--- config.mk ---
export PLATFORM = sky130hd
export DESIGN_NAME = at_line_framer_classifier_unit_flat
export DESIGN_NICKNAME = d
export VERILOG_FILES = /design/src/sv/atlfc_pkg.sv /design/src/sv/atlfc_if.sv /design/src/sv/at_line_framer_classifier_unit.sv /design/src/flat_wrapper.sv
export VERILOG_INCLUDE_DIRS = /design/src /design/src/sv
export SDC_FILE = /design/constraint.sdc
export NUM_CORES = 1
export LEC_CHECK = 0
export BUFFER_PORTS_ARGS = -buffer_cell sky130_fd_sc_hd__buf_2
export CORE_MARGIN = 3
export CORE_UTILIZATION = 45
export DETAILED_ROUTE_END_ITERATION = 12
export HOLD_SLACK_MARGIN = 0.12
export SLEW_MARGIN = 20
export SYNTH_ARGS = -nofsm -noshare
export SYNTH_HDL_FRONTEND = slang
export SYNTH_SLANG_ARGS = --single-unit
--- constraint.sdc ---
create_clock -name i_clk -period 8.85 [get_ports i_clk]
set_input_delay 1.77 -clock i_clk [delete_from_list [all_inputs] [get_ports i_clk]]
set_output_delay 1.77 -clock i_clk [all_outputs]
set_load 0.01 [all_outputs]
--- src/sv/at_line_framer_classifier_unit_defines.svh ---
// ----------------------------------------------------------------------------
// AT line framer assertion macros
// Shared assertion wrappers; defining ASSERT_OFF removes them all.
// ----------------------------------------------------------------------------
`ifndef AT_LINE_FRAMER_CLASSIFIER_UNIT_DEFINES_SVH
`define AT_LINE_FRAMER_CLASSIFIER_UNIT_DEFINES_SVH

`ifndef ASSERT_OFF
// same-cycle implication
`define ATLFC_ASSERT_IMP(label, clk, rst_n, pre, post) \
    label: assert property (@(posedge clk) disable iff (!rst_n) (pre) |-> (post)) \
        else $error("atlfc assertion failed");
// next-cycle implication
`define ATLFC_ASSERT_NXT(label, clk, rst_n, pre, post) \
    label: assert property (@(posedge clk) disable iff (!rst_n) (pre) |=> (post)) \
        else $error("atlfc assertion failed");
`else
`define ATLFC_ASSERT_IMP(label, clk, rst_n, pre, post)
`define ATLFC_ASSERT_NXT(label, clk, rst_n, pre, post)
`endif

`endif

--- src/sv/atlfc_pkg.sv ---
// ----------------------------------------------------------------------------
// AT line framer package
// Types, codes, match strings and helper functions of the line framer.
// ----------------------------------------------------------------------------
`default_nettype none

package atlfc_pkg;

    localparam int MAX_LINE = 128;
    localparam int CNT_W    = 8;
    localparam int KIND_W   = 3;
    localparam int CODE_W   = 2;

    // result kinds
    localparam logic [KIND_W-1:0] KIND_PAYLOAD  = 3'd0;
    localparam logic [KIND_W-1:0] KIND_ECHO_END = 3'd1;
    localparam logic [KIND_W-1:0] KIND_RESP_END = 3'd2;
    localparam logic [KIND_W-1:0] KIND_PROMPT   = 3'd3;
    localparam logic [KIND_W-1:0] KIND_BINARY   = 3'd4;
    localparam logic [KIND_W-1:0] KIND_OVERFLOW = 3'd5;
    localparam logic [KIND_W-1:0] KIND_EMPTY    = 3'd6;

    // response classes
    localparam logic [CODE_W-1:0] CODE_INFO  = 2'd0;
    localparam logic [CODE_W-1:0] CODE_OK    = 2'd1;
    localparam logic [CODE_W-1:0] CODE_ERROR = 2'd2;
    localparam logic [CODE_W-1:0] CODE_EXT   = 2'd3;

    // register indexes
    localparam logic REG_PROMPT_CHARS  = 1'b0;
    localparam logic REG_PROMPT_LENGTH = 1'b1;

    localparam logic [7:0] CH_CR = 8'h0D;
    localparam logic [7:0] CH_LF = 8'h0A;
    localparam logic [7:0] CH_A  = 8'h41;
    localparam logic [7:0] CH_T  = 8'h54;

    localparam logic [7:0] TXT_OK  [2]  = '{8'h4F, 8'h4B};
    localparam logic [7:0] TXT_ERR [5]  = '{8'h45, 8'h52, 8'h52, 8'h4F, 8'h52};
    localparam logic [7:0] TXT_CMS [11] = '{8'h2B, 8'h43, 8'h4D, 8'h53, 8'h20, 8'h45,
                                           8'h52, 8'h52, 8'h4F, 8'h52, 8'h3A};
    localparam logic [7:0] TXT_CME [11] = '{8'h2B, 8'h43, 8'h4D, 8'h45, 8'h20, 8'h45,
                                           8'h52, 8'h52, 8'h4F, 8'h52, 8'h3A};

    typedef enum logic [4:0] {
        PH_AWAIT  = 5'b00001,
        PH_GOT_CR = 5'b00010,
        PH_GOT_A  = 5'b00100,
        PH_RESP   = 5'b01000,
        PH_ECHO   = 5'b10000
    } t_phase;

    typedef struct packed {
        logic [KIND_W-1:0] kind;
        logic [7:0]        data_byte;
        logic [CNT_W-1:0]  line_length;
        logic [CODE_W-1:0] result_code;
        logic              last;
    } t_result;

    // flags: bit 0 OK, bit 1 ERROR, bit 2 +CMS, bit 3 +CME
    function automatic logic [3:0] upd_codes(input logic [3:0] f,
                                             input logic [CNT_W-1:0] p,
                                             input logic [7:0] b);
        logic [3:0] r;
        r = f;
        if (p >= 8'd2 || b != TXT_OK[p[0]])
            r[0] = 1'b0;
        if (p >= 8'd5 || b != TXT_ERR[p[2:0]])
            r[1] = 1'b0;
        if (p < 8'd11 && b != TXT_CMS[p[3:0]])
            r[2] = 1'b0;
        if (p < 8'd11 && b != TXT_CME[p[3:0]])
            r[3] = 1'b0;
        return r;
    endfunction

    function automatic logic [CODE_W-1:0] classify(input logic [3:0] f,
                                                   input logic [CNT_W-1:0] n);
        logic [CODE_W-1:0] r;
        r = CODE_INFO;
        if (f[0] && n == 8'd2)
            r = CODE_OK;
        else if (f[1] && n == 8'd5)
            r = CODE_ERROR;
        else if ((f[2] || f[3]) && n >= 8'd11)
            r = CODE_EXT;
        return r;
    endfunction

endpackage

`default_nettype wire

--- src/sv/atlfc_if.sv ---
// ----------------------------------------------------------------------------
// AT line framer channels
// Valid/ready channels for received bytes and for framer results.
// ----------------------------------------------------------------------------
`default_nettype none

interface atlfc_rx_if;
    logic       valid;
    logic       ready;
    logic [7:0] rx_byte;

    modport source (output valid, output rx_byte, input ready);
    modport sink   (input valid, input rx_byte, output ready);
endinterface

interface atlfc_res_if;
    logic                            valid;
    logic                            ready;
    logic [atlfc_pkg::KIND_W-1:0]    kind;
    logic [7:0]                      data_byte;
    logic [atlfc_pkg::CNT_W-1:0]     line_length;
    logic [atlfc_pkg::CODE_W-1:0]    result_code;
    logic                            last;

    modport source (output valid, output kind, output data_byte, output line_length,
                    output result_code, output last, input ready);
    modport sink   (input valid, input kind, input data_byte, input line_length,
                    input result_code, input last, output ready);
endinterface

`default_nettype wire

--- src/sv/at_line_framer_classifier_unit.sv ---
// ----------------------------------------------------------------------------
// AT line framer and classifier
// Frames received modem bytes into echo and response lines, passes payload
// through and classifies result codes, prompts, overflow and empty lines.
// ----------------------------------------------------------------------------
//  channel   | dir | payload                                          | handshake
//  i_rx      | in  | rx_byte                                          | valid/ready
//  o_res     | out | kind, data_byte, line_length, result_code, last  | valid/ready
//  APB       | in  | prompt_chars @0x0, prompt_length @0x4            | psel/penable
//
//  One byte per cycle while ready is high: the framer decodes a request in the
//  cycle it is accepted and writes one or two results into a four-entry queue.
//  Input ready is high while the queue has room for two results.
//  From an empty queue, the first result is visible the cycle after the byte is accepted.
//  Synchronous active-low reset clears framer state, queue and registers.
// ----------------------------------------------------------------------------
`default_nettype none
`include "at_line_framer_classifier_unit_defines.svh"

module at_line_framer_classifier_unit (
    input  wire logic        i_clk,
    input  wire logic        i_rst_n,
    atlfc_rx_if.sink         i_rx,
    atlfc_res_if.source      o_res,
    input  wire logic        psel,
    input  wire logic        penable,
    input  wire logic        pwrite,
    input  wire logic [2:0]  paddr,
    input  wire logic [31:0] pwdata,
    output logic      [31:0] prdata,
    output logic             pready
);

    localparam logic [atlfc_pkg::CNT_W-1:0] MAX_CNT = atlfc_pkg::CNT_W'(atlfc_pkg::MAX_LINE);

    // configuration
    logic [31:0] r_pchars;
    logic [2:0]  r_plen;
    logic        cfg_wr;

    // framer state
    atlfc_pkg::t_phase             r_phase, n_phase;
    logic                          r_pend,  n_pend;
    logic [atlfc_pkg::CNT_W-1:0]   r_cnt,   n_cnt;
    logic                          r_pm,    n_pm;
    logic [3:0]                    r_flags, n_flags;

    atlfc_pkg::t_result            res [2];
    logic [1:0]                    nres;

    // result queue
    atlfc_pkg::t_result            r_fifo [4];
    logic [1:0]                    r_wptr, r_rptr;
    logic [2:0]                    r_count;
    logic                          acc, pop;
    logic [1:0]                    push;

    assign pready = 1'b1;
    assign cfg_wr = psel && penable && pwrite;
    assign prdata = (paddr[2] == atlfc_pkg::REG_PROMPT_LENGTH) ? {29'b0, r_plen} : r_pchars;

    always_ff @(posedge i_clk) begin
        if (!i_rst_n) begin
            r_pchars <= '0;
            r_plen   <= '0;
        end else if (cfg_wr) begin
            if (paddr[2] == atlfc_pkg::REG_PROMPT_CHARS)
                r_pchars <= pwdata;
            else
                r_plen <= pwdata[2:0];
        end
    end

    assign acc = i_rx.valid && i_rx.ready;
    assign pop = o_res.valid && o_res.ready;

    always_comb begin
        logic [7:0]                  b;
        logic [2:0]                  plen;
        logic [8:0]                  pos;
        logic                        done;
        logic [atlfc_pkg::CNT_W-1:0] cnt1;
        logic [3:0]                  flags1;

        b       = i_rx.rx_byte;
        n_phase = r_phase;
        n_pend  = r_pend;
        n_cnt   = r_cnt;
        n_pm    = r_pm;
        n_flags = r_flags;
        res[0]  = '0;
        res[1]  = '0;
        nres    = 2'd0;
        done    = 1'b0;
        cnt1    = r_cnt;
        flags1  = r_flags;
        plen    = (r_plen > 3'd4) ? 3'd4 : r_plen;
        pos     = {1'b0, r_cnt} + 9'(r_pend);

        case (r_phase)
            atlfc_pkg::PH_AWAIT: begin
                if (b == atlfc_pkg::CH_CR)
                    n_phase = atlfc_pkg::PH_GOT_CR;
                else if (b == atlfc_pkg::CH_A)
                    n_phase = atlfc_pkg::PH_GOT_A;
                else begin
                    res[0].kind = atlfc_pkg::KIND_BINARY;
                    nres        = 2'd1;
                end
            end
            atlfc_pkg::PH_GOT_CR, atlfc_pkg::PH_GOT_A: begin
                if ((r_phase == atlfc_pkg::PH_GOT_CR && b == atlfc_pkg::CH_LF) ||
                    (r_phase == atlfc_pkg::PH_GOT_A && b == atlfc_pkg::CH_T)) begin
                    n_phase = (r_phase == atlfc_pkg::PH_GOT_CR) ? atlfc_pkg::PH_RESP
                                                               : atlfc_pkg::PH_ECHO;
                    n_pend  = 1'b0;
                    n_cnt   = '0;
                    n_pm    = 1'b1;
                    n_flags = 4'hF;
                end else begin
                    res[0].kind = atlfc_pkg::KIND_BINARY;
                    nres        = 2'd1;
                    n_phase     = atlfc_pkg::PH_AWAIT;
                end
            end
            atlfc_pkg::PH_ECHO: begin
                nres = 2'd1;
                if (b == atlfc_pkg::CH_CR) begin
                    if (r_cnt == '0)
                        res[0].kind = atlfc_pkg::KIND_EMPTY;
                    else begin
                        res[0].kind        = atlfc_pkg::KIND_ECHO_END;
                        res[0].line_length = r_cnt;
                    end
                    n_phase = atlfc_pkg::PH_AWAIT;
                end else if (r_cnt >= MAX_CNT) begin
                    res[0].kind        = atlfc_pkg::KIND_OVERFLOW;
                    res[0].line_length = r_cnt;
                    n_phase            = atlfc_pkg::PH_AWAIT;
                end else begin
                    res[0].kind      = atlfc_pkg::KIND_PAYLOAD;
                    res[0].data_byte = b;
                    n_flags          = atlfc_pkg::upd_codes(r_flags, r_cnt, b);
                    n_cnt            = r_cnt + 8'd1;
                end
            end
            atlfc_pkg::PH_RESP: begin
                // prompt check looks at the first body bytes, a held CR included
                if (plen != 3'd0 && pos < 9'(plen)) begin
                    if (r_pm && b == r_pchars[{pos[1:0], 3'b000} +: 8]) begin
                        if (pos == 9'(plen) - 9'd1) begin
                            res[0].kind        = atlfc_pkg::KIND_PROMPT;
                            res[0].line_length = 8'(plen);
                            nres               = 2'd1;
                            n_phase            = atlfc_pkg::PH_AWAIT;
                            done               = 1'b1;
                        end
                    end else
                        n_pm = 1'b0;
                end
                if (!done && r_pend) begin
                    n_pend = 1'b0;
                    if (b == atlfc_pkg::CH_LF) begin
                        if (r_cnt == '0)
                            res[0].kind = atlfc_pkg::KIND_EMPTY;
                        else begin
                            res[0].kind        = atlfc_pkg::KIND_RESP_END;
                            res[0].line_length = r_cnt;
                            res[0].result_code = atlfc_pkg::classify(r_flags, r_cnt);
                        end
                        nres    = 2'd1;
                        n_phase = atlfc_pkg::PH_AWAIT;
                        done    = 1'b1;
                    end else if (r_cnt >= MAX_CNT) begin
                        res[0].kind        = atlfc_pkg::KIND_OVERFLOW;
                        res[0].line_length = r_cnt;
                        nres               = 2'd1;
                        n_phase            = atlfc_pkg::PH_AWAIT;
                        done               = 1'b1;
                    end else begin
                        // held CR was payload after all
                        res[0].kind      = atlfc_pkg::KIND_PAYLOAD;
                        res[0].data_byte = atlfc_pkg::CH_CR;
                        flags1           = atlfc_pkg::upd_codes(r_flags, r_cnt,
                                                                atlfc_pkg::CH_CR);
                        cnt1             = r_cnt + 8'd1;
                        nres             = 2'd1;
                        n_flags          = flags1;
                        n_cnt            = cnt1;
                    end
                end
                if (!done) begin
                    if (b == atlfc_pkg::CH_CR)
                        n_pend = 1'b1;
                    else if (cnt1 >= MAX_CNT) begin
                        res[nres[0]].kind        = atlfc_pkg::KIND_OVERFLOW;
                        res[nres[0]].line_length = cnt1;
                        nres                     = nres + 2'd1;
                        n_phase                  = atlfc_pkg::PH_AWAIT;
                    end else begin
                        res[nres[0]].kind      = atlfc_pkg::KIND_PAYLOAD;
                        res[nres[0]].data_byte = b;
                        nres                   = nres + 2'd1;
                        n_flags                = atlfc_pkg::upd_codes(flags1, cnt1, b);
                        n_cnt                  = cnt1 + 8'd1;
                    end
                end
            end
            default: begin
                n_phase = atlfc_pkg::PH_AWAIT;
            end
        endcase

        if (nres == 2'd1)
            res[0].last = 1'b1;
        else if (nres == 2'd2)
            res[1].last = 1'b1;
    end

    always_ff @(posedge i_clk) begin
        if (!i_rst_n) begin
            r_phase <= atlfc_pkg::PH_AWAIT;
            r_pend  <= 1'b0;
            r_cnt   <= '0;
            r_pm    <= 1'b1;
            r_flags <= 4'hF;
        end else if (acc) begin
            r_phase <= n_phase;
            r_pend  <= n_pend;
            r_cnt   <= n_cnt;
            r_pm    <= n_pm;
            r_flags <= n_flags;
        end
    end

    // result queue
    assign push        = acc ? nres : 2'd0;
    assign i_rx.ready  = (r_count <= 3'd2);
    assign o_res.valid = (r_count != 3'd0);

    assign o_res.kind        = r_fifo[r_rptr].kind;
    assign o_res.data_byte   = r_fifo[r_rptr].data_byte;
    assign o_res.line_length = r_fifo[r_rptr].line_length;
    assign o_res.result_code = r_fifo[r_rptr].result_code;
    assign o_res.last        = r_fifo[r_rptr].last;

    always_ff @(posedge i_clk) begin
        if (push != 2'd0)
            r_fifo[r_wptr] <= res[0];
        if (push == 2'd2)
            r_fifo[r_wptr + 2'd1] <= res[1];
    end

    always_ff @(posedge i_clk) begin
        if (!i_rst_n) begin
            r_wptr  <= '0;
            r_rptr  <= '0;
            r_count <= '0;
        end else begin
            r_wptr  <= r_wptr + push;
            r_rptr  <= r_rptr + 2'(pop);
            r_count <= r_count + 3'(push) - 3'(pop);
        end
    end

    `ATLFC_ASSERT_IMP(a_queue_bound, i_clk, i_rst_n, 1'b1, r_count <= 3'd4)
    `ATLFC_ASSERT_IMP(a_two_from_held_cr, i_clk, i_rst_n, acc && nres == 2'd2, r_phase == atlfc_pkg::PH_RESP && r_pend)
    `ATLFC_ASSERT_IMP(a_line_bound, i_clk, i_rst_n, 1'b1, r_cnt <= MAX_CNT)
    `ATLFC_ASSERT_NXT(a_queue_count, i_clk, i_rst_n, 1'b1, r_count == $past(r_count) + 3'($past(push)) - 3'($past(pop)))

endmodule

`default_nettype wire

--- src/flat_wrapper.sv ---
// flat-port wrapper written by rule: the top's interface ports become plain ports
module at_line_framer_classifier_unit_flat 
  (i_clk, i_rst_n, psel, penable, pwrite, paddr, pwdata, prdata, pready, i_rx_valid, i_rx_rx_byte, i_rx_ready, o_res_valid, o_res_kind, o_res_data_byte, o_res_line_length, o_res_result_code, o_res_last, o_res_ready);
  atlfc_rx_if i_rx_i ();
  atlfc_res_if o_res_i ();
  input  wire logic i_clk;
  input  wire logic i_rst_n;
  input  wire logic psel;
  input  wire logic penable;
  input  wire logic pwrite;
  input  wire logic [2:0] paddr;
  input  wire logic [31:0] pwdata;
  output logic      [31:0] prdata;
  output logic pready;
  input wire logic [$bits(i_rx_i.valid)-1:0] i_rx_valid;
  input wire logic [$bits(i_rx_i.rx_byte)-1:0] i_rx_rx_byte;
  output wire logic [$bits(i_rx_i.ready)-1:0] i_rx_ready;
  output wire logic [$bits(o_res_i.valid)-1:0] o_res_valid;
  output wire logic [$bits(o_res_i.kind)-1:0] o_res_kind;
  output wire logic [$bits(o_res_i.data_byte)-1:0] o_res_data_byte;
  output wire logic [$bits(o_res_i.line_length)-1:0] o_res_line_length;
  output wire logic [$bits(o_res_i.result_code)-1:0] o_res_result_code;
  output wire logic [$bits(o_res_i.last)-1:0] o_res_last;
  input wire logic [$bits(o_res_i.ready)-1:0] o_res_ready;
  assign i_rx_i.valid = i_rx_valid;
  assign i_rx_i.rx_byte = i_rx_rx_byte;
  assign i_rx_ready = i_rx_i.ready;
  assign o_res_valid = o_res_i.valid;
  assign o_res_kind = o_res_i.kind;
  assign o_res_data_byte = o_res_i.data_byte;
  assign o_res_line_length = o_res_i.line_length;
  assign o_res_result_code = o_res_i.result_code;
  assign o_res_last = o_res_i.last;
  assign o_res_i.ready = o_res_ready;
  at_line_framer_classifier_unit u_core (.i_clk(i_clk), .i_rst_n(i_rst_n), .i_rx(i_rx_i), .o_res(o_res_i), .psel(psel), .penable(penable), .pwrite(pwrite), .paddr(paddr), .pwdata(pwdata), .prdata(prdata), .pready(pready));
endmodule
Word level (Yosys, flattened, before mapping)
Memory sizes are Yosys's and may differ from the RTL's. A register that Yosys moved wholly into a read port is not among the register bits.
Cells that the tools add are included.
{ "word_totals": {"inputBits": 50, "elab_cells": 294, "n_memories": 7, "regBits": 61, "ram_bits": 88, "output_inout_bits": 57, "romBits": 640} }
{ "memory_table": {"columns": ["name", "words", "width", "read_ports", "rd_clocked_by_memory_dff", "wr", "line_no", "source"], "rows": [
  ["(no name shown)", 16, 8, 1, 0, 0, "atlfc_pkg.sv:73", "if (p < 8'd11 && b != TXT_CME[p[3:0]])"],
  ["(no name shown)", 16, 8, 1, 0, 0, "atlfc_pkg.sv:71", "if (p < 8'd11 && b != TXT_CMS[p[3:0]])"],
  ["(no name shown)", 16, 8, 1, 0, 0, "atlfc_pkg.sv:71", null],
  ["(no name shown)", 16, 8, 1, 0, 0, "atlfc_pkg.sv:73", null],
  ["u_core.r_fifo", 4, 22, 1, 1, 2, "at_line_framer_classifier_unit.sv:52", "atlfc_pkg::t_result r_fifo [4];"],
  ["(no name shown)", 8, 8, 1, 0, 0, "atlfc_pkg.sv:69", "if (p >= 8'd5 || b != TXT_ERR[p[2:0]])"],
  ["1 more memories", null, null, null, null, null, null, null]
]} }
{ "classes": {"n_bitwise": 8, "n_eq_ne": 39, "n_mux": 151, "shift": 1, "n_reduce_logical": 45, "add_sub_neg": 10, "order_cmp": 20} }
{ "ops": {"columns": ["operator", "count"], "rows": [
  ["8-bit 2-to-1 mux", 35],
  ["44-bit bitwise mux", 4],
  ["44-bit 2-to-1 mux", 3],
  ["5-bit 2-to-1 mux", 15],
  ["22-bit demux with 1-bit select", 3],
  ["8-bit != test", 8],
  ["21-bit 2-to-1 mux", 2],
  ["3-bit 2-to-1 mux", 14],
  ["4-bit 2-to-1 mux", 10],
  ["1-bit 2-to-1 mux", 37],
  ["32-bit 2-to-1 mux", 1],
  ["4-bit by 8-bit != test with 1-bit output, first input constant", 4],
  ["16-bit case mux with 2 select lines", 1],
  ["32-bit by 6-bit variable part select with 8-bit output", 1],
  ["2-bit 2-to-1 mux", 14],
  ["25-bit 2-to-1 mux", 1],
  ["8-bit case mux with 3 select lines", 1],
  ["6-bit AND reduction", 4],
  ["22-bit 2-to-1 mux", 1],
  ["5-bit case mux with 4 select lines", 1],
  ["1-bit logical AND", 19],
  ["19-bit 2-to-1 mux", 1],
  ["8-bit by 1-bit adder with 8-bit output, second input constant", 2],
  ["8-bit by 4-bit == test with 1-bit output, second input constant", 2],
  ["54 further kinds", 90]
]} }

Longest topological paths before layout
Gate-level depths: netlist of run 1.
{ "depth": {"ltp_word": 25, "mapped_depth": 23, "ltp_nobuf": 18} }

Least setup slack after synthesis of run 1
OpenSTA, ideal clock, no wires.
{ "synth_timing": {"kind": "input-to-reg", "from": "in i_rx_rx_byte[2]", "to": "mem u_core.r_fifo[3][0] in the netlist's numbering (enable)", "setup_ns": 0.433, "arrival_time_ns": 5.722, "stages": 13, "path_buffers": 3, "required_time_ns": 8.417, "setup_slack_ns": 2.695, "path_cell_list": "clkbuf_1 -> xnor2_1 -> nand4_1 -> nor4_4 -> buf_2 -> nor2_1 -> inv_1 -> ha_1 -> o31ai_1 -> and3_1 -> clkbuf_1 -> nor2_1 -> nor3b_1"} }
{ "synth_lines": {"columns": ["element", "line_no", "source"], "rows": [
  ["start: declaration", "flat_wrapper.sv:16", "input wire logic [$bits(i_rx_i.rx_byte)-1:0] i_rx_rx_byte;"],
  ["end: declaration", "at_line_framer_classifier_unit.sv:52", null]
]} }

==> flow_metrics.py, run 1 <==
metrics = {
    "outcome": {
        "outcome": "completed",
    },
    "sta": {
        "fin_hold_ws_ns": 0.457,
        "fin_skew_ns": 0.0195,
        "max_slew.worst_pin.slew_ns": 1.06,
        "rsz0062_at_grt": "false",
        "relSlewSlack": 0.291,
        "clock.fmax_ghz": 0.153,
        "fin_crit_ns": 6.54,
        "fin_setup_tns_ns": 0,
        "slew_viol_final": 0,
        "hold_viol_final": 0,
        "setup_violations": 0,
        "period_share": 0.739,
    },
    "die": {
        "die_x_um": 153,
        "die_h_um": 153,
        "core-area_sq_mm": 0.0212,
        "fp.dieArea_sq_mm": 0.0236,
        "core.rowCount": 53,
        "io-pin-count": 107,
        "initial_core_util": 0.461,
    },
    "worst_hold_path": {
        "min-delay-start": "u_core.r_flags[0]",
        "hold_class": "reg -> reg",
        "hold_end": "u_core.r_flags[0]",
        "hold_depth": 1,
    },
    "job": {
        "cap_viol_max_count": 0,
    },
    "final_layout": {
        "final_cells": 1391,
        "regArea_sq_mm": 0.00386,
        "synthToLayoutAreaGrowth_pct": 13.0,
        "drive_gt1_frac": 0.194,
        "multiInputGateArea_sq_mm": 0.00553,
        "nNetsFinal": 1181,
        "diodes": 0,
        "fill_cells": 1995,
    },
    "clock_network": {
        "cts_buffers": 17,
        "ctsResizeCount": 0,
        "cts_tree": "done",
        "cts_setup_buffers": 0,
        "clk_pin_slew_ns": 0.07,
        "clk_path_buf_depth": 2,
        "clkLatencyLatePin_ns": 0.43,
        "clock-root-buffer": "clkbuf_16",
        "clock_sinks": 149,
        "cts_hold_buf": 0,
        "htree_levels": 4,
    },
    "placement": {
        "placement.io_buffers": 103,
        "post-place-cells": 1359,
        "dp.final_hpwl_mm": 19.5,
        "gp_congestion": 0.958,
    },
    "setup_path": {
        "r2r-end": "u_core.r_fifo[0][17]",
        "cp-end-kind": "flop",
        "worstRegToRegCells": 17,
        "worstPathRequired_ns": 9.15,
        "path_max_fanout": 16,
        "critPathLaunchType": "flop",
        "r2r_setup_slack_ns": 2.31,
        "critPathKind": "reg -> reg",
        "timing.rr.start": "u_core.r_cnt[0]",
        "crit_arrival_ns": 6.84,
    },
    "logic_synthesis": {
        "synth_most_common_cell": "nand2_1",
        "synth_top_area_frac": 0.270,
        "syn_area_per_cell_sq_um": 9.36,
        "synth_cell_type_count": 83,
        "synthTopCellsByArea": "edfxtp_1 (27%), dfxtp_1 (12%), mux4_2 (6.9%)",
        "ys_seq_elements": 149,
        "synth_fp_nets": 1123,
        "ys_seq_area_frac": 0.395,
        "synth_area_sq_mm": 0.00979,
        "synthArstFlopShare": 0,
        "yosysTopAreaCell": "edfxtp_1",
        "yosys_warnings": 0,
        "syn-instance-count": 1045,
        "synth_commonest_cells": "nand2_1 (138), edfxtp_1 (88), nor2_1 (71), a21oi_1 (67), clkbuf_1 (63)",
        "yosys_most_used_dff": "edfxtp_1",
        "synth_edf_count": 88,
    },
    "grt": {
        "grt_pass1_wl_mm": 43.1,
        "met3_usage": 0.0481,
        "antenna_found_initial": 0,
        "use_met1": 0.307,
        "grtUsageTotal": 0.229,
        "grt_overflow": 0,
        "grt_use_met2": 0.378,
        "grt_max_degree": 60,
        "grt_pass1_vias": 7844,
        "top_usage_layer": "met2",
    },
    "routing": {
        "num_vias": 8201,
        "firstDrtPassIters": 5,
        "wl_mm": 27.5,
        "dr.first_iter.drc_count": 696,
        "ant_nets": 0,
        "vias_per_cell": 5.90,
        "drc": 0,
        "drt-wirelength-per-cell_um": 19.8,
    },
    "power_and_ir_drop": {
        "p_leak_nw": 4.04,
        "powerDensity_mw_per_mm2": 200,
        "vdd_ir_drop_max_uv": 113,
    },
}
sequential cells by signal (all words and copies together), names as in the netlist:
register         cells
u_core.r_flags       4
u_core.r_fifo       88
u_core.r_pend        1
u_core.r_pm          1
u_core.r_wptr        2
u_core.r_cnt         8
u_core.r_phase       5
u_core.r_count       3
u_core.r_rptr        2
u_core.r_pchars     32
u_core.r_plen        3
logic make-up (layout without fill, tap and decap cells):
logic type / count (synthesis) / count (layout) / share of synthesized area
other: 1 / 1 / 0.000383
and+or+nand+nor: 407 / 407 / 0.213
muxes: 68 / 68 / 0.109
DFF: 149 / 149 / 0.395
AOI/OAI and AO/OA: 235 / 235 / 0.157
buffers and inverters: 109 / 180 / 0.0444
adders and majority gates: 28 / 28 / 0.0366
xor gates and xnor gates: 48 / 48 / 0.0445
report_power, final:
part           leakage (nW)  switching (mW)  internal (mW)
clock network         0.266           0.318          0.375
registers              1.30          0.0496          0.874
logic                  2.47           0.333          0.262
total                  4.04           0.701           1.51
final cells by class:
| class | count | area share |
|---|---|---|
| clock buffers | 18 | 0.0397 |
| clock inverters | 14 | 0.0104 |
| inverters | 25 | 0.00849 |
| multi-input cells | 787 | 0.501 |
| flip-flops and latches | 149 | 0.349 |
| well taps | 275 | 0.0311 |
| repair buffers | 123 | 0.0602 |
per-layer routing:
layer  routed length [um]  vias up
li1                     -     3908
met1                11700     3926
met2                13400      331
met3                 1940       36
met4                  443        0
met5                    0        -
per-stage QoR:
| stage | util | setup slack [ns] | cell area (sq um) | power (mW) |
|---|---|---|---|---|
| after floorplan | - | 2.70 | 9790 | 1.34 |
| after global placement | 0.495 | 2.35 | 10500 | 1.53 |
| after detailed placement | 0.495 | 2.30 | 10500 | 1.54 |
| after CTS | 0.521 | 2.27 | 11100 | 2.24 |
| after global routing | 0.521 | 1.89 | 11100 | 2.33 |
| final | 0.521 | 2.31 | 11100 | 2.21 |
how the worst max path moves through the flow:
stage          slack, ns                   end             from
6_report            2.31  u_core.r_fifo[0][17]  u_core.r_cnt[0]
5_1_grt             1.89  u_core.r_fifo[0][17]  u_core.r_cnt[0]
4_1_cts             2.27  u_core.r_fifo[0][17]  u_core.r_cnt[0]
3_5_place_dp        2.30  u_core.r_fifo[0][17]  u_core.r_cnt[0]
3_3_place_gp        2.35   u_core.r_fifo[3][6]  u_core.r_cnt[0]
2_1_floorplan       2.70   u_core.r_fifo[3][0]  i_rx_rx_byte[2]
worst max-delay path, stage by stage (launching register included):
cell,delay [ns]
dfxtp_1,0.79
ha_1,0.45
xor2_1,0.86
ha_1,0.39
o32a_1,0.16
a221oi_1,0.37
or3b_1,0.46
nor4_4,0.14
buf_4,0.28
nor2_1,0.17
inv_1,0.13
ha_1,0.24
o31ai_1,0.23
and3_1,0.30
and4_1,0.65
xnor2_1,0.13
o22ai_1,0.46
and2_1,0.20
cells in the final DEF, fill, tap and decap left out, types with 36 or more instances in the layout:
cell type / synthesis / final
buf_2: 10 / 103
nand2_1: 138 / 138
nor2_1: 71 / 70
dfxtp_1: 61 / 61
a21oi_1: 67 / 67
a21boi_0: 36 / 36
o21ai_0: 44 / 43
nor2b_1: 45 / 45
and2_1: 36 / 36
edfxtp_1: 88 / 88
Note: power is estimated with default switching activity, not from simulation.
==> run 2, diff against run 1 <==
==> constraint.sdc (replaced) <==
create_clock -name i_clk -period 6.3 [get_ports i_clk]
set_input_delay 1.26 -clock i_clk [delete_from_list [all_inputs] [get_ports i_clk]]
set_output_delay 1.26 -clock i_clk [all_outputs]
set_load 0.01 [all_outputs]
==> flow_metrics.py, run 2 (synthesized netlist as in run 1, its figures left out) <==
metrics = {
    "outcome": {
        "outcome": "completed",
    },
    "final_layout": {
        "final_common_cell": "nand2_1",
        "diodes": 0,
        "synthToLayoutAreaGrowth_pct": 13.6,
        "layout_common_cells": "nand2_1 (138), buf_2 (103), edfxtp_1 (88), nor2_1 (70), a21oi_1 (67)",
        "largestRegisters": "u_core.r_fifo: 88 flops, u_core.r_pchars: 32 flops, u_core.r_cnt: 8 flops",
        "top_register": "u_core.r_fifo",
        "nNetsFinal": 1189,
        "largest_reg_flops": 88,
        "drive_gt1_frac": 0.197,
    },
    "setup_path": {
        "endpoint": "u_core.r_flags[2]",
        "timing.rr.start": "u_core.r_cnt[1]",
        "critPathLaunchType": "flop",
        "path_max_fanout": 19,
        "r2r_setup_slack_ns": 0.97,
        "r2r-end": "u_core.r_flags[2]",
        "worstRegToRegCells": 17,
        "crit_arrival_ns": 5.67,
        "cp-end-kind": "flop",
        "worstPathRequired_ns": 6.64,
        "critPathMaxStageDelay_ns": 0.83,
        "cp_cell_sequence": "ha_1 -> and4_1 -> o211ai_1 -> a221oi_1 -> or3b_1 -> nor4_4 -> buf_4 -> nor3_2 -> mux2_2 -> inv_1 -> ha_1 -> xor2_1 -> a311oi_1 -> o2111ai_1 -> o22ai_1 -> o211ai_1 -> o31ai_1",
        "cp-startpoint": "u_core.r_cnt[1]",
        "critPathKind": "reg -> reg",
        "cpMaxStageDelayCell": "dfxtp_1",
    },
    "routing": {
        "firstDrtPassIters": 5,
        "vias_per_cell": 5.83,
        "drc": 0,
        "drt-wirelength-per-cell_um": 19.7,
        "dr.first_iter.drc_count": 580,
        "ant_nets": 0,
        "num_vias": 8152,
        "wl_mm": 27.5,
    },
    "sta": {
        "max_slew.worst_pin.slew_ns": 0.984,
        "slew_viol_final": 0,
        "fin_crit_ns": 5.33,
        "rsz0062_at_grt": "false",
        "period_share": 0.845,
        "setup_violations": 0,
        "fin_skew_ns": 0.0241,
        "clock.fmax_ghz": 0.188,
        "hold_viol_final": 0,
        "relSlewSlack": 0.339,
        "fin_setup_tns_ns": 0,
    },
    "power_and_ir_drop": {
        "vdd_ir_drop_max_uv": 168,
        "p_leak_nw": 4.08,
        "finalPower_mw": 3.11,
        "powerDensity_mw_per_mm2": 280,
    },
    "clock_network": {
        "clkLatencyLatePin_ns": 0.43,
        "clk_path_buf_depth": 2,
        "clock-root-buffer": "clkbuf_16",
        "cts_buffers": 17,
        "clock_sinks": 149,
        "ctsResizeCount": 0,
        "cts_tree": "done",
        "cts_setup_buffers": 0,
        "htree_levels": 4,
        "clk_pin_slew_ns": 0.07,
        "cts_hold_buf": 0,
    },
    "die": {
        "fp.dieArea_sq_mm": 0.0236,
        "io-pin-count": 107,
        "die_x_um": 153,
        "core-area_sq_mm": 0.0212,
        "core.rowCount": 53,
        "initial_core_util": 0.461,
        "die_h_um": 153,
    },
    "worst_hold_path": {
        "hold_class": "reg -> reg",
    },
    "grt": {
        "grt_pass1_wl_mm": 43.6,
        "grt_max_degree": 60,
        "grt_pass1_vias": 7843,
        "antenna_found_initial": 0,
        "grt_overflow": 0,
        "grtUsageTotal": 0.232,
    },
    "placement": {
        "placement.io_buffers": 103,
        "dp.final_hpwl_mm": 19.5,
        "gp_congestion": 0.917,
    },
    "job": {
        "cap_viol_max_count": 0,
    },
}
-- run 2: cell types whose count changed in the layout (fill, tap and decap cells not counted), moves of 2 or more --
cell	previous run	this run
inv_6	7	1
clkinv_4	0	5
clkinvlp_4	3	1
buf_4	20	28
-- run 2: area by class of cell --
cell class,instances,area (sq um)
clock inverter,14,130
fill,1995,10100
sequential,149,3860
clock buffer,18,429
timing repair buffer,131,726
multi-input combinational,787,5530
inverter,25,93.8
tap,275,344
-- run 2: worst min-delay path by stage --
| stage | startpoint | endpoint | slack, ns | cells past startpoint |
|---|---|---|---|---|
| floorplan | u_core.r_flags[0] | u_core.r_flags[0] | 0.42 | 1 |
| global placement | u_core.r_flags[0] | u_core.r_flags[0] | 0.45 | 1 |
| detailed placement | u_core.r_flags[0] | u_core.r_flags[0] | 0.46 | 1 |
| CTS | u_core.r_flags[0] | u_core.r_flags[0] | 0.48 | 1 |
| global route | u_core.r_flags[0] | u_core.r_flags[0] | 0.48 | 1 |
| finish | u_core.r_flags[0] | u_core.r_flags[0] | 0.47 | 1 |
-- run 2: power breakdown --
group / total [mW] / internal (mW) / switching [mW]
clock network: 0.978 / 0.548 / 0.430
logic: 0.833 / 0.367 / 0.466
registers: 1.30 / 1.23 / 0.0699
-- run 2: metrics by stage --
stage          hold slack (ns)  instance area (sq um)  instances   util  setup slack (ns)
2_1_floorplan            0.418                   9790       1045      -             0.432
3_3_place_gp             0.453                  10600       1367  0.498              1.14
3_5_place_dp             0.458                  10600       1367  0.498              1.04
4_1_cts                  0.475                  11100       1399  0.524              1.01
5_1_grt                  0.485                  11100       1399  0.524             0.618
6_report                 0.472                  11100       1399  0.524             0.974
-- run 2: critical path, delay by kind of cell (launching register included) --
kind	cells	cell delay, ns
compound gates	7	1.49
simple gates	4	1.14
flops	1	0.83
fa+ha+maj	2	0.78
buf+inv	2	0.45
mux	1	0.39
xor+xnor	1	0.16
-- run 2: layer usage --
layer | up-vias | routed length (um) | part of all wire | global-route usage
li1 | 3924 | - | - | -
met1 | 3880 | 12000 | 0.44 | 0.313
met2 | 304 | 13100 | 0.48 | 0.380
met3 | 44 | 1860 | 0.068 | 0.0490
met4 | 0 | 527 | 0.019 | 0.0627
met5 | - | 0 | 0 | 0
